<file path="config.mk">
export PLATFORM = sky130hd
export DESIGN_NAME = rgb_float_to_r11g11b10_pack
export DESIGN_NICKNAME = d
export VERILOG_FILES = /design/src/rtl/core/rgbp_pkg.sv /design/src/rtl/core/rgbp_lane.sv /design/src/rtl/core/rgbp_merge.sv /design/src/rtl/core/rgb_float_to_r11g11b10_pack.sv
export VERILOG_INCLUDE_DIRS = /design/src /design/src/rtl/core
export SDC_FILE = /design/constraint.sdc
export NUM_CORES = 1
export LEC_CHECK = 0
export CORE_ASPECT_RATIO = 1.5
export CORE_MARGIN = 10
export CORE_UTILIZATION = 35
export DETAILED_ROUTE_END_ITERATION = 10
export DONT_BUFFER_PORTS = 1
export PLACE_DENSITY = 0.51
export SLEW_MARGIN = 0
export SYNTH_ARGS = -nofsm -noshare
export SYNTH_HDL_FRONTEND = slang
export SYNTH_HIERARCHICAL = 1
export SYNTH_SLANG_ARGS = --single-unit
</file>
<file path="constraint.sdc">
create_clock -name clk_i -period 6 [get_ports clk_i]
set_input_delay 0.6 -clock clk_i [delete_from_list [all_inputs] [get_ports clk_i]]
set_output_delay 0.6 -clock clk_i [all_outputs]
set_load 0.02 [all_outputs]
</file>
<file path="src/rtl/core/assert_macros.svh">
// Assertion macros for the RTL; used by the packer top level.
// No dependencies.
`ifndef ASSERT_MACROS_SVH
`define ASSERT_MACROS_SVH

`define ASSERT_CLK(label, prop, msg) \
  label: assert property (@(posedge clk_i) disable iff (!rst_ni) (prop)) else $error(msg);

`define ASSERT_RST(label, prop, msg) \
  label: assert property (@(posedge clk_i) (prop)) else $error(msg);

`endif

</file>
<file path="src/rtl/core/rgbp_pkg.sv">
// Package for the RGB float to R11G11B10 packer.
// Constants and the per-channel code type; no dependencies.
package rgbp_pkg;
  localparam int unsigned InWidth = 32;
  localparam int unsigned OutWidth = 32;
  localparam int unsigned RgMantBits = 6;
  localparam int unsigned BMantBits = 5;
  localparam int unsigned ExpBits = 5;
  localparam logic [7:0] SrcBias = 8'd127;
  localparam logic [4:0] TopExp = 5'd30;
  localparam logic [4:0] ExpLimit = 5'd31;
  typedef logic [ExpBits+RgMantBits-1:0] rg_code_t;
  typedef logic [ExpBits+BMantBits-1:0] b_code_t;
endpackage

</file>
<file path="src/rtl/core/rgbp_lane.sv">
// One channel encoder: single precision bits to unsigned small float.
// Depends on rgbp_pkg.
module rgbp_lane import rgbp_pkg::*; #(
  parameter int unsigned MantBits = RgMantBits
) (
  input  logic [InWidth-1:0]          bits_i,
  output logic [ExpBits+MantBits-1:0] code_o
);
  localparam int unsigned CodeW = ExpBits + MantBits;
  localparam logic [CodeW-1:0] MaxCode = {TopExp, {MantBits{1'b1}}};

  logic [7:0]  efield;
  logic [23:0] sig;
  logic [4:0]  sh;
  logic [23:0] qv;
  logic [23:0] rem;
  logic [23:0] half;
  logic        up;
  logic [MantBits+1:0] q;
  logic [5:0]  texp;

  always_comb begin
    efield = bits_i[30:23];
    sig    = {1'b1, bits_i[22:0]};
    code_o = '0;
    // normal: shift 23-M; subnormal: 9-M-e = 136-M-efield
    if (efield < 8'd113) begin
      sh = 5'(8'd136 - 8'(MantBits) - efield);
    end else begin
      sh = 5'(23 - MantBits);
    end
    qv   = sig >> sh;
    rem  = sig & ((24'd1 << sh) - 24'd1);
    half = 24'd1 << (sh - 5'd1);
    up   = (rem > half) || ((rem == half) && qv[0]);
    q    = (MantBits + 2)'(qv) + (MantBits + 2)'(up);
    texp = 6'(efield) - 6'(SrcBias) + 6'd15;
    if (bits_i[31] || efield == 8'd0) begin
      code_o = '0;
    end else if (efield > 8'd142) begin
      code_o = MaxCode;
    end else if (efield < 8'd113) begin
      if (efield < 8'(112 - MantBits)) code_o = '0;
      else code_o = CodeW'(q);
    end else if (q[MantBits+1]) begin
      if (texp + 6'd1 >= 6'(ExpLimit)) code_o = MaxCode;
      else code_o = {5'(texp + 6'd1), MantBits'(0)};
    end else begin
      if (texp >= 6'(ExpLimit)) code_o = MaxCode;
      else code_o = {texp[4:0], q[MantBits-1:0]};
    end
  end
endmodule

</file>
<file path="src/rtl/core/rgbp_merge.sv">
// Merge stage: packs the three lane codes into one registered word with a skid slot.
// Depends on rgbp_pkg.
module rgbp_merge import rgbp_pkg::*; (
  input  logic                clk_i,
  input  logic                rst_ni,
  input  logic                valid_i,
  output logic                ready_o,
  input  rg_code_t            red_i,
  input  rg_code_t            green_i,
  input  b_code_t             blue_i,
  output logic                valid_o,
  input  logic                ready_i,
  output logic [OutWidth-1:0] data_o
);
  logic                valid_q, valid_d, skid_q, skid_d;
  logic [OutWidth-1:0] data_q, skid_data_q, word;

  assign word    = {blue_i, green_i, red_i};
  assign ready_o = !skid_q;
  assign valid_o = valid_q;
  assign data_o  = data_q;

  always_comb begin
    valid_d = valid_q;
    skid_d  = skid_q;
    if (!valid_q || ready_i) begin
      valid_d = skid_q || valid_i;
      skid_d  = 1'b0;
    end else if (valid_i && !skid_q) begin
      skid_d = 1'b1;
    end
  end

  always_ff @(posedge clk_i or negedge rst_ni) begin
    if (!rst_ni) begin
      valid_q <= 1'b0;
      skid_q  <= 1'b0;
    end else begin
      valid_q <= valid_d;
      skid_q  <= skid_d;
    end
  end

  always_ff @(posedge clk_i) begin
    if (!valid_q || ready_i) begin
      data_q <= skid_q ? skid_data_q : word;
    end
    if (valid_i && !skid_q && valid_q && !ready_i) begin
      skid_data_q <= word;
    end
  end
endmodule

</file>
<file path="src/rtl/core/rgb_float_to_r11g11b10_pack.sv">
// Top level of the RGB float to R11G11B10 packer.
// Depends on rgbp_pkg, rgbp_lane, rgbp_merge and assert_macros.svh.
// One transaction per clock while the skid slot is empty: three encoder lanes
// convert the channels in parallel into a registered packed word. A two-entry
// output stage lets input keep flowing into the skid slot during output stall.
`include "assert_macros.svh"
module rgb_float_to_r11g11b10_pack import rgbp_pkg::*; (
  input  logic                clk_i,
  input  logic                rst_ni,
  input  logic                s_axis_tvalid,
  output logic                s_axis_tready,
  input  logic [3*InWidth-1:0] s_axis_tdata,  // red_bits, green_bits, blue_bits
  output logic                m_axis_tvalid,
  input  logic                m_axis_tready,
  output logic [OutWidth-1:0] m_axis_tdata   // packed_word
);
  rg_code_t red_code, green_code;
  b_code_t  blue_code;

  rgbp_lane #(.MantBits(RgMantBits)) u_red (
    .bits_i(s_axis_tdata[InWidth-1:0]), .code_o(red_code));
  rgbp_lane #(.MantBits(RgMantBits)) u_green (
    .bits_i(s_axis_tdata[2*InWidth-1:InWidth]), .code_o(green_code));
  rgbp_lane #(.MantBits(BMantBits)) u_blue (
    .bits_i(s_axis_tdata[3*InWidth-1:2*InWidth]), .code_o(blue_code));

  rgbp_merge u_merge (
    .clk_i, .rst_ni,
    .valid_i(s_axis_tvalid), .ready_o(s_axis_tready),
    .red_i(red_code), .green_i(green_code), .blue_i(blue_code),
    .valid_o(m_axis_tvalid), .ready_i(m_axis_tready), .data_o(m_axis_tdata));

  `ASSERT_CLK(a_out_after_in, (s_axis_tvalid && s_axis_tready) |=> m_axis_tvalid, "no output")
  `ASSERT_RST(a_reset_idle, !rst_ni |-> !m_axis_tvalid, "valid during reset")
endmodule

</file>
# Yosys cells after proc, flatten, opt, wreduce, memory -nomap -nowiden
# Index checks and enable logic that the tools add are counted.
[totals]
register_bits = 66
elab_cells = 106
out_inout_bits = 34
[classes]
magnitude_cmp = 18
n_mux = 27
n_shift = 9
n_bitwise = 3
n_eq_ne = 3
reduce_logical = 21
addsub = 21
[op_table]
columns = ["op", "n"]
rows = [
  ["1-bit by 5-bit left shift with 24-bit output (first input constant)", 6],
  ["11-bit two-way mux", 12],
  ["24-bit AND", 3],
  ["24-bit == test", 3],
  ["24-bit greater-than comparator", 3],
  ["24-bit by 1-bit subtractor with 24-bit output (second input constant)", 3],
  ["10-bit two-way mux", 6],
  ["8-bit by 7-bit less-than comparator with 1-bit output (second input constant)", 6],
  ["24-bit by 5-bit >> shifter with 8-bit output", 2],
  ["6-bit by 5-bit greater-or-equal comparator with 1-bit output (second input constant)", 6],
  ["32-bit two-way mux", 1],
  ["8-bit greater-than comparator (second input constant)", 3],
  ["8-bit logical NOT", 3],
  ["24-bit by 5-bit >> shifter with 7-bit output", 1],
  ["6-bit by 1-bit adder with 6-bit output (second input constant)", 3],
  ["6-bit by 4-bit adder with 6-bit output (second input constant)", 3],
  ["6-bit subtractor (second input constant)", 3],
  ["8-bit by 1-bit adder with 8-bit output", 2],
  ["8-bit two-way mux", 2],
  ["5-bit two-way mux", 3],
  ["2-bit by 5-bit subtractor with 5-bit output (first input constant)", 3],
  ["5-bit by 1-bit subtractor with 5-bit output (second input constant)", 3],
  ["1-bit logical OR", 8],
  ["7-bit by 1-bit adder with 7-bit output", 1],
  ["other kinds (5)", 13],
]

# Logic depth before layout (Yosys ltp)
# Gate-level depths: netlist of run 1.
[depth]
depth_word = 15
mapped_depth = 39
depth_no_buf = 33

# Cells and area by module
# The synthesis of run 1 kept the hierarchy.
[modules_own_cells]
columns = ["module", "seq_area_each_um2", "cells_each", "area_per_inst_um2", "n_inst"]
rows = [
  ["rgbp_lane (u_red)", 0.0, 507, 3365.7, 1],
  ["rgbp_lane (u_green)", 0.0, 506, 3354.5, 1],
  ["rgbp_lane (u_blue)", 0.0, 477, 3141.8, 1],
  ["rgbp_merge", 1971.9, 108, 2528.7, 1],
]

# Worst setup path after synthesis of run 1
# Ideal clock, no wire load.
[synth_timing]
path_kind = "input -> register"
startpoint = "input s_axis_tdata[23]"
endpoint = "register u_merge.data_q[6], in the netlist u_merge/data_o[6], data pin"
required_time_ns = 5.740
arrival_ns = 6.956
stages = 37
n_path_buf = 6
path_slack_ns = -1.216
cell_sequence = "buf_2 > inv_1 > clkbuf_1 > ha_1 > or4b_4 > buf_6 > nand2_4 > clkbuf_1 > clkbuf_1 > nand3_1 > nor2_1 > nand2_1 > ha_1 > clkbuf_1 > nand2_1 > xor2_1 > and2_1 > ha_1 > a21o_1 > a21o_1 > a21o_1 > a21oi_1 > nor2b_1 > o21ai_0 > nand2b_1 > a21oi_1 > nor3_1 > o32a_1 > ha_1 > inv_1 > a31oi_1 > nand4_2 > nor4_4 > xnor2_2 > nor3b_1 > o311a_1 > mux2_4"
[synth_between]
elab_chain_len = 14
word_cells_on_any_way = 31
cone_classes = "add/sub: 7; order compare: 6; eq/ne: 1; shift: 3; mux: 9; bitwise: 1; reduce/logical: 4"
[synth_lines]
columns = ["element", "line_no", "source"]
rows = [
  ["from (decl)", "rgb_float_to_r11g11b10_pack.sv:12", "input logic [3*InWidth-1:0] s_axis_tdata,"],
  ["branches (longest 12 deep; another with 24-bit by 1-bit subtractor with 24-bit output)", "--", ""],
  ["11-bit two-way mux *", "rgbp_lane.sv:38", "if (bits_i[31] || efield == 8'd0) begin"],
  ["via red_code[6]", "rgb_float_to_r11g11b10_pack.sv:17", "rg_code_t red_code, green_code;"],
  ["32-bit two-way mux *", "rgbp_merge.sv:46", "data_q <= skid_q ? skid_data_q : word;"],
  ["to (signal assigned)", "rgbp_merge.sv:46", ""],
  ["to (decl)", "rgbp_merge.sv:16", "logic [OutWidth-1:0] data_q, skid_data_q, word;"],
]
# Mark *: on every way through the listed nets, which the timed path passes.
# A chain may end at the register's enable or synchronous reset.

# Worst setup path after layout of run 1
[layout_timing]
startpoint = "input s_axis_tdata[56]"
endpoint = "register u_merge.data_q[15], in the netlist u_merge/data_o[15], data pin"
[layout_between]
elab_chain_len = 15
word_cells_on_any_way = 31
cone_classes = "add/sub: 7; order compare: 6; eq/ne: 1; shift: 3; mux: 9; bitwise: 1; reduce/logical: 4"
[layout_lines]
columns = ["element", "line_no"]
rows = [
  ["branches (longest 13 deep; another with 24-bit by 1-bit subtractor with 24-bit output)", "--"],
  ["11-bit two-way mux *", "rgbp_lane.sv:38"],
  ["via green_code[4]", "rgb_float_to_r11g11b10_pack.sv:17"],
  ["32-bit two-way mux *", "rgbp_merge.sv:46"],
]
# Marked as above.

==> key figures, run 1 <==
Timing
  – Slew headroom: 28.58%
  – Worst Tran Pin Value: 1.071 ns
  – RSZ-0062 raised after global routing: false
  – Final setup skew: 0.006974 ns
  – Ratio of final minimum period to clock period: 95.65%
  – Final hold viol count: 0
  – Final worst setup slack: 0.2609 ns
  – Final slew viol count: 0
  – Finish-stage setup viols: 0
  – Setup_tns: 0 ns
  – Crit path time final: 5.739 ns
  – Fmax: 174.2 MHz

Pwr
  – Max VDD drop: 0.1089 mV
  – Pwr dens: 166.6 mW/mm^2
  – Leakage: 5.647 nW

Worst hold path
  – Hold Path Class: in -> reg
  – Worst Hold Endpoint: u_merge/valid_o
  – Min-delay src: s_axis_tvalid
  – Hold depth: 2

Die
  – IO Count: 134
  – Core box area: 0.03500 sq mm
  – Die Width: 173.6 um
  – Starting Density: 35.40%
  – Die area: 0.04348 sq mm
  – Row count: 84
  – Die H: 250.4 um

Worst setup path
  – R2R Path Start: u_merge/valid_o
  – Arr. time, crit path: 5.82 ns
  – Reg2reg end: u_merge/skid_data_q[6]
  – Worst reg2reg path depth: 3
  – Crit-path max cell delay: 0.40 ns
  – Setup CP Type: in -> reg
  – Crit path max fanout: 10
  – Most common cell on crit path: a21oi_1
  – CP Buf/Inv Count: 1
  – CP Capture Type: flop
  – Critical Path Start Type: input port
  – WP data required: 6.08 ns
  – CP delay by family, top: compound AO/OA/AOI/OAI gates
  – R2r setup slk: 3.86 ns
  – Highest-delay cell along the critical path: or3b_1

Synth
  – Syn Inst Count: 1598
  – Yosys reg bits: 66
  – Post-synthesis sequential area ratio: 15.91%
  – Unique masters post-synth: 107
  – Post-synth EDFFs: 64
  – Mapped Nets: 1815
  – Syn_area_per_cell: 7.754 sq um
  – Main synth FF type: edfxtp_1
  – Post-synth ARST share: 3.030%
  – Mapped Area: 0.01239 sq mm
  – Synth Warn #: 6

Clock network
  – CTS root buffer: clkbuf_16
  – H-tree level count: 3
  – Reg clk slew, reported paths: 0.06 ns
  – TritonCTS clock tree: yes
  – TritonCTS buffer count: 9
  – Clock latency at the later pin of the worst-skew pair: 0.33 ns
  – # clock sinks: 66
  – CTS Buffer Depth: 2

GRT
  – Gr ovfl total: 0
  – Global-route wire length before repair: 78710 um
  – Vias in the first global route: 13.18k
  – Pin count of the biggest net entering global routing: 61
  – GRT Total Usage: 22.63%
  – Initial antenna violation count: 0

Drt
  – Initial DRC count: 1518
  – Vias: 13.55k
  – Residual DRC: 0
  – Antenna-violating nets left: 0
  – Routed len/inst: 23.74 um
  – Drt total wl: 51820 um
  – Vias per inst: 6.206
  – Drt first pass iters: 6

Status
  – Status: complete, no violations

Place
  – RD Place Congestion: 0.9975
  – Buffers on Ports: 0
  – Post-DP HPWL: 40850 um
  – Setup slack after placement: -0.3760 ns

Finish
  – Most frequent cells in the layout: buf_4, nand2_1, nor2_1
  – Area Overhead vs Synth: 17.92%
  – Layout cells sized above 1: 21.36%
  – NumNets Final: 1921
  – Most common cell after layout, fill and taps aside: buf_4
  – Final Util: 41.75%

Job
  – Number of max-cap violations: 0
[worst max path at each step]
stage                                 from            endpoint  slack (ns)  cells past startpoint
after global routing      s_axis_tdata[87]  u_merge/data_o[31]        0.01                     35
after global placement    s_axis_tdata[56]  u_merge/data_o[16]       -0.27                     29
after floorplan           s_axis_tdata[23]   u_merge/data_o[6]       -0.14                     36
final                     s_axis_tdata[56]  u_merge/data_o[15]        0.26                     33
after CTS                 s_axis_tdata[56]  u_merge/data_o[13]        0.17                     28
after detailed placement  s_axis_tdata[56]  u_merge/data_o[13]       -0.38                     29
[power breakdown]
| part | total, mW | switching (mW) | internal [mW] | leakage [nW] |
|---|---|---|---|---|
| registers | 0.639 | 0.0713 | 0.567 | 0.653 |
| clock network | 0.516 | 0.195 | 0.320 | 0.147 |
| logic | 1.28 | 0.732 | 0.548 | 4.85 |
| total | 2.43 | 0.999 | 1.44 | 5.65 |
[state kept, by name (all words and copies together) (netlist names)]
signal               count
u_merge/data_o          32
u_merge/skid_q           1
u_merge/skid_data_q     32
u_merge/valid_o          1
[cells by family after synthesis]
family / after synthesis / share of synthesized area [%]
xor gates and xnor gates: 58 / 4.403
muxes: 87 / 8.684
DFF: 66 / 15.91
and+or+nand+nor: 604 / 24.43
AOI/OAI and AO/OA: 531 / 29.55
adders and majority gates: 117 / 11.81
buffers and inverters: 135 / 5.211
[repair_timing]
item | in CTS | in global routing
gates cloned | 0 | 0
gates resized for setup | 0 | 11
setup endpoints to repair | 5 | 31
hold buffers | 1 | 0
hold endpoints to repair | 2 | 0
pin swaps | 1 | 6
setup buffers | 2 | 1
[area by class of cell]
cell class                      count  area, sq um
Clock buffer                        9        225.2
Fill cell                        3618        20390
Timing Repair Buffer              192         1456
Inverter                           38        150.1
Sequential cell                    66         1973
Clock inverter                      7        70.07
Antenna cell                        1        2.502
Tap cell                          473        591.8
Multi-Input combinational cell   1397        10140
[metal layers]
| metal | GRT usage [%] | routed length (um) |
|---|---|---|
| met1 | 25.06 | 19690 |
| met2 | 41.52 | 26540 |
| met3 | 2.921 | 2839 |
| met4 | 11.24 | 2748 |
| met5 | 0 | 0 |
[synth_stat cells, types with 30 or more instances]
master    instances  area [sq um]
nor2_1          138         518.0
ha_1            117          1464
mux2i_1          31         310.3
inv_1            35         131.4
o22ai_1          30         187.7
nor3_1           44         220.2
nand2_1         168         630.6
nor2b_1          38         237.7
a21oi_1          94         470.5
nand3_1          61         305.3
o21ai_0         104         520.5
nand4_1          31         193.9
and2_1           31         193.9
edfxtp_1         64          1922
clkbuf_1         50         187.7
xnor2_1          30         262.8
a211oi_1         41         307.8
[stage by stage]
stage	total power [mW]	hold WS (ns)	cells	cell area, sq um
after CTS	2.431	0.3689	2181	14560
after global routing	2.583	0.3701	2182	14610
final	2.435	0.3801	2183	14610
after detailed placement	1.897	0.3045	2162	14240
after global placement	1.894	0.3045	2162	14240
after floorplan	1.502	0.3044	1598	12870
No activity file was read; power rests on OpenSTA's default activity.
==> run 2: changes to the inputs <==
--- a/config.mk
+++ b/config.mk
@@ -11,7 +11,7 @@
 export CORE_UTILIZATION = 35
 export DETAILED_ROUTE_END_ITERATION = 10
 export DONT_BUFFER_PORTS = 1
-export PLACE_DENSITY = 0.51
+export HOLD_SLACK_MARGIN = 0.08
 export SLEW_MARGIN = 0
 export SYNTH_ARGS = -nofsm -noshare
 export SYNTH_HDL_FRONTEND = slang
==> key figures, run 2 (synthesis gave the netlist of run 1 again) <==
Status
  – Status: complete, no violations

GRT
  – GRT Total Usage: 23.19%
  – Initial antenna violation count: 0
  – Vias in the first global route: 13.52k
  – Gr ovfl total: 0
  – Global-route wire length before repair: 80810 um
  – Pin count of the biggest net entering global routing: 61

Pwr
  – Pwr dens: 169.1 mW/mm^2
  – Clock power frac: 22.5%
  – Switching Power: 1.010 mW
  – Total Power: 2.493 mW
  – Internal power: 1.484 mW
  – Logic pwr share: 51.9%
  – Leakage: 5.731 nW
  – Switching Share: 40.50%
  – Sequential power share: 25.6%
  – Max VDD drop: 0.1053 mV

Timing
  – Slew headroom: 29.29%
  – Ratio of final minimum period to clock period: 95.63%
  – Worst Tran Pin Value: 1.061 ns
  – Final worst setup slack: 0.2622 ns
  – Final setup skew: 0.006417 ns
  – Finish-stage setup viols: 0
  – Final slew viol count: 0
  – Final hold viol count: 0
  – WHS: 0.3840 ns
  – Fmax: 174.3 MHz
  – Crit path time final: 5.738 ns

Finish
  – Layout cells sized above 1: 22.00%
  – Area Overhead vs Synth: 19.00%
  – Filler cells: 3616
  – NumNets Final: 1935
  – Antenna cell count: 0
  – Most common cell after layout, fill and taps aside: buf_4
  – Non-Filler Instances: 2196
  – Final Util: 42.13%
  – Most frequent cells in the layout: buf_4, nand2_1, nor2_1

Job
  – Number of max-cap violations: 0

Worst setup path
  – Arr. time, crit path: 5.82 ns
  – Reg2reg end: u_merge/skid_data_q[10]
  – WP data required: 6.08 ns
  – R2r setup slk: 3.88 ns
  – Crit-path max cell delay: 0.49 ns
  – R2R Path Start: u_merge/valid_o
  – Worst reg2reg path depth: 3
  – Setup crit start: s_axis_tdata[24]
  – Crit path max fanout: 10
  – Highest-delay cell along the critical path: or4b_4
  – Critical Path Start Type: input port
  – CP endpoint: u_merge/data_o[9]
  – Setup CP Type: in -> reg
  – CP Capture Type: flop

Drt
  – Residual DRC: 0
  – Drt first pass iters: 6
  – Vias per inst: 6.259
  – Routed len/inst: 24.16 um
  – Antenna-violating nets left: 0
  – Drt total wl: 53050 um
  – Initial DRC count: 1407
  – Vias: 13.74k

Clock network
  – CTS Buffer Depth: 2
  – Reg clk slew, reported paths: 0.06 ns
  – # clock sinks: 66
  – H-tree level count: 3
  – TritonCTS clock tree: yes
  – TritonCTS buffer count: 9
  – CTS root buffer: clkbuf_16
  – Clock latency at the later pin of the worst-skew pair: 0.33 ns

Die
  – Row count: 84
  – Die Width: 173.6 um
  – Die area: 0.04348 sq mm
  – Die H: 250.4 um
  – Starting Density: 35.40%
  – Core box area: 0.03500 sq mm
  – IO Count: 134

Place
  – Setup slack after placement: -0.2114 ns
  – Post-DP HPWL: 41810 um
  – Buffers on Ports: 0
  – Cells after DPL: 2177
  – RD Place Congestion: 1.020

Worst hold path
  – Hold Path Class: in -> reg
## run 2: metrics by stage
step	instance area [sq um]	TNS (ns)
global route	14750	-0.004885
finish	14750	0
detailed placement	14340	-3.437
CTS	14670	0
global placement	14340	-1.157
floorplan	12870	-0.9364
## run 2: worst min path at each step
| stage | cells after the start | startpoint | end |
|---|---|---|---|
| final | 2 | s_axis_tvalid | u_merge/valid_o |
| after global routing | 2 | s_axis_tvalid | u_merge/valid_o |
| after CTS | 2 | s_axis_tvalid | u_merge/valid_o |
| after detailed placement | 0 | rst_ni | u_merge/valid_o |
| after global placement | 0 | rst_ni | u_merge/valid_o |
| after floorplan | 0 | rst_ni | u_merge/skid_q |
## run 2: power groups by stage
stage               combinational (mW)  clock [mW]  sequential, mW
detailed placement                1.25           0           0.652
CTS                               1.26       0.581           0.642
global route                      1.40       0.603           0.644
finish                            1.29       0.560           0.639
global placement                  1.25           0           0.651
floorplan                        0.877           0           0.624
## run 2: repair_timing
action / in CTS / in global routing
hold buffers: 1 / 0
hold endpoints to repair: 2 / 0
setup endpoints to repair: 0 / 43
resized for setup: 0 / 13
setup buffers: 0 / 2
## run 2: layout make-up
cell class / count / area, sq um / area share [%]
clock buffer: 10 / 229.0 / 1.553
clock inverter: 6 / 90.09 / 0.6109
inverter: 38 / 150.1 / 1.018
multi-input combinational: 1397 / 10160 / 68.92
sequential: 66 / 1973 / 13.38
tap: 473 / 591.8 / 4.014
timing repair buffer: 206 / 1549 / 10.50
## run 2: worst max-delay path: cells and delay by family
kind                       cells  cell delay [ns]
buffers and inverters          3             0.32
and+or+nand+nor               11             2.30
adders and majority gates      4             0.92
AOI/OAI and AO/OA              7             1.24
xor gates and xnor gates       1             0.13
muxes                          1             0.27
## run 2: routing by layer
metal / part of all wire (%) / track usage, % / vias to the layer above
met2: 50 / 41.07 / 662
met1: 38 / 25.63 / 6556
met4: 6.7 / 14.67 / 0
li1: - / - / 6323
met3: 5.9 / 3.162 / 203
met5: 0 / 0 / -
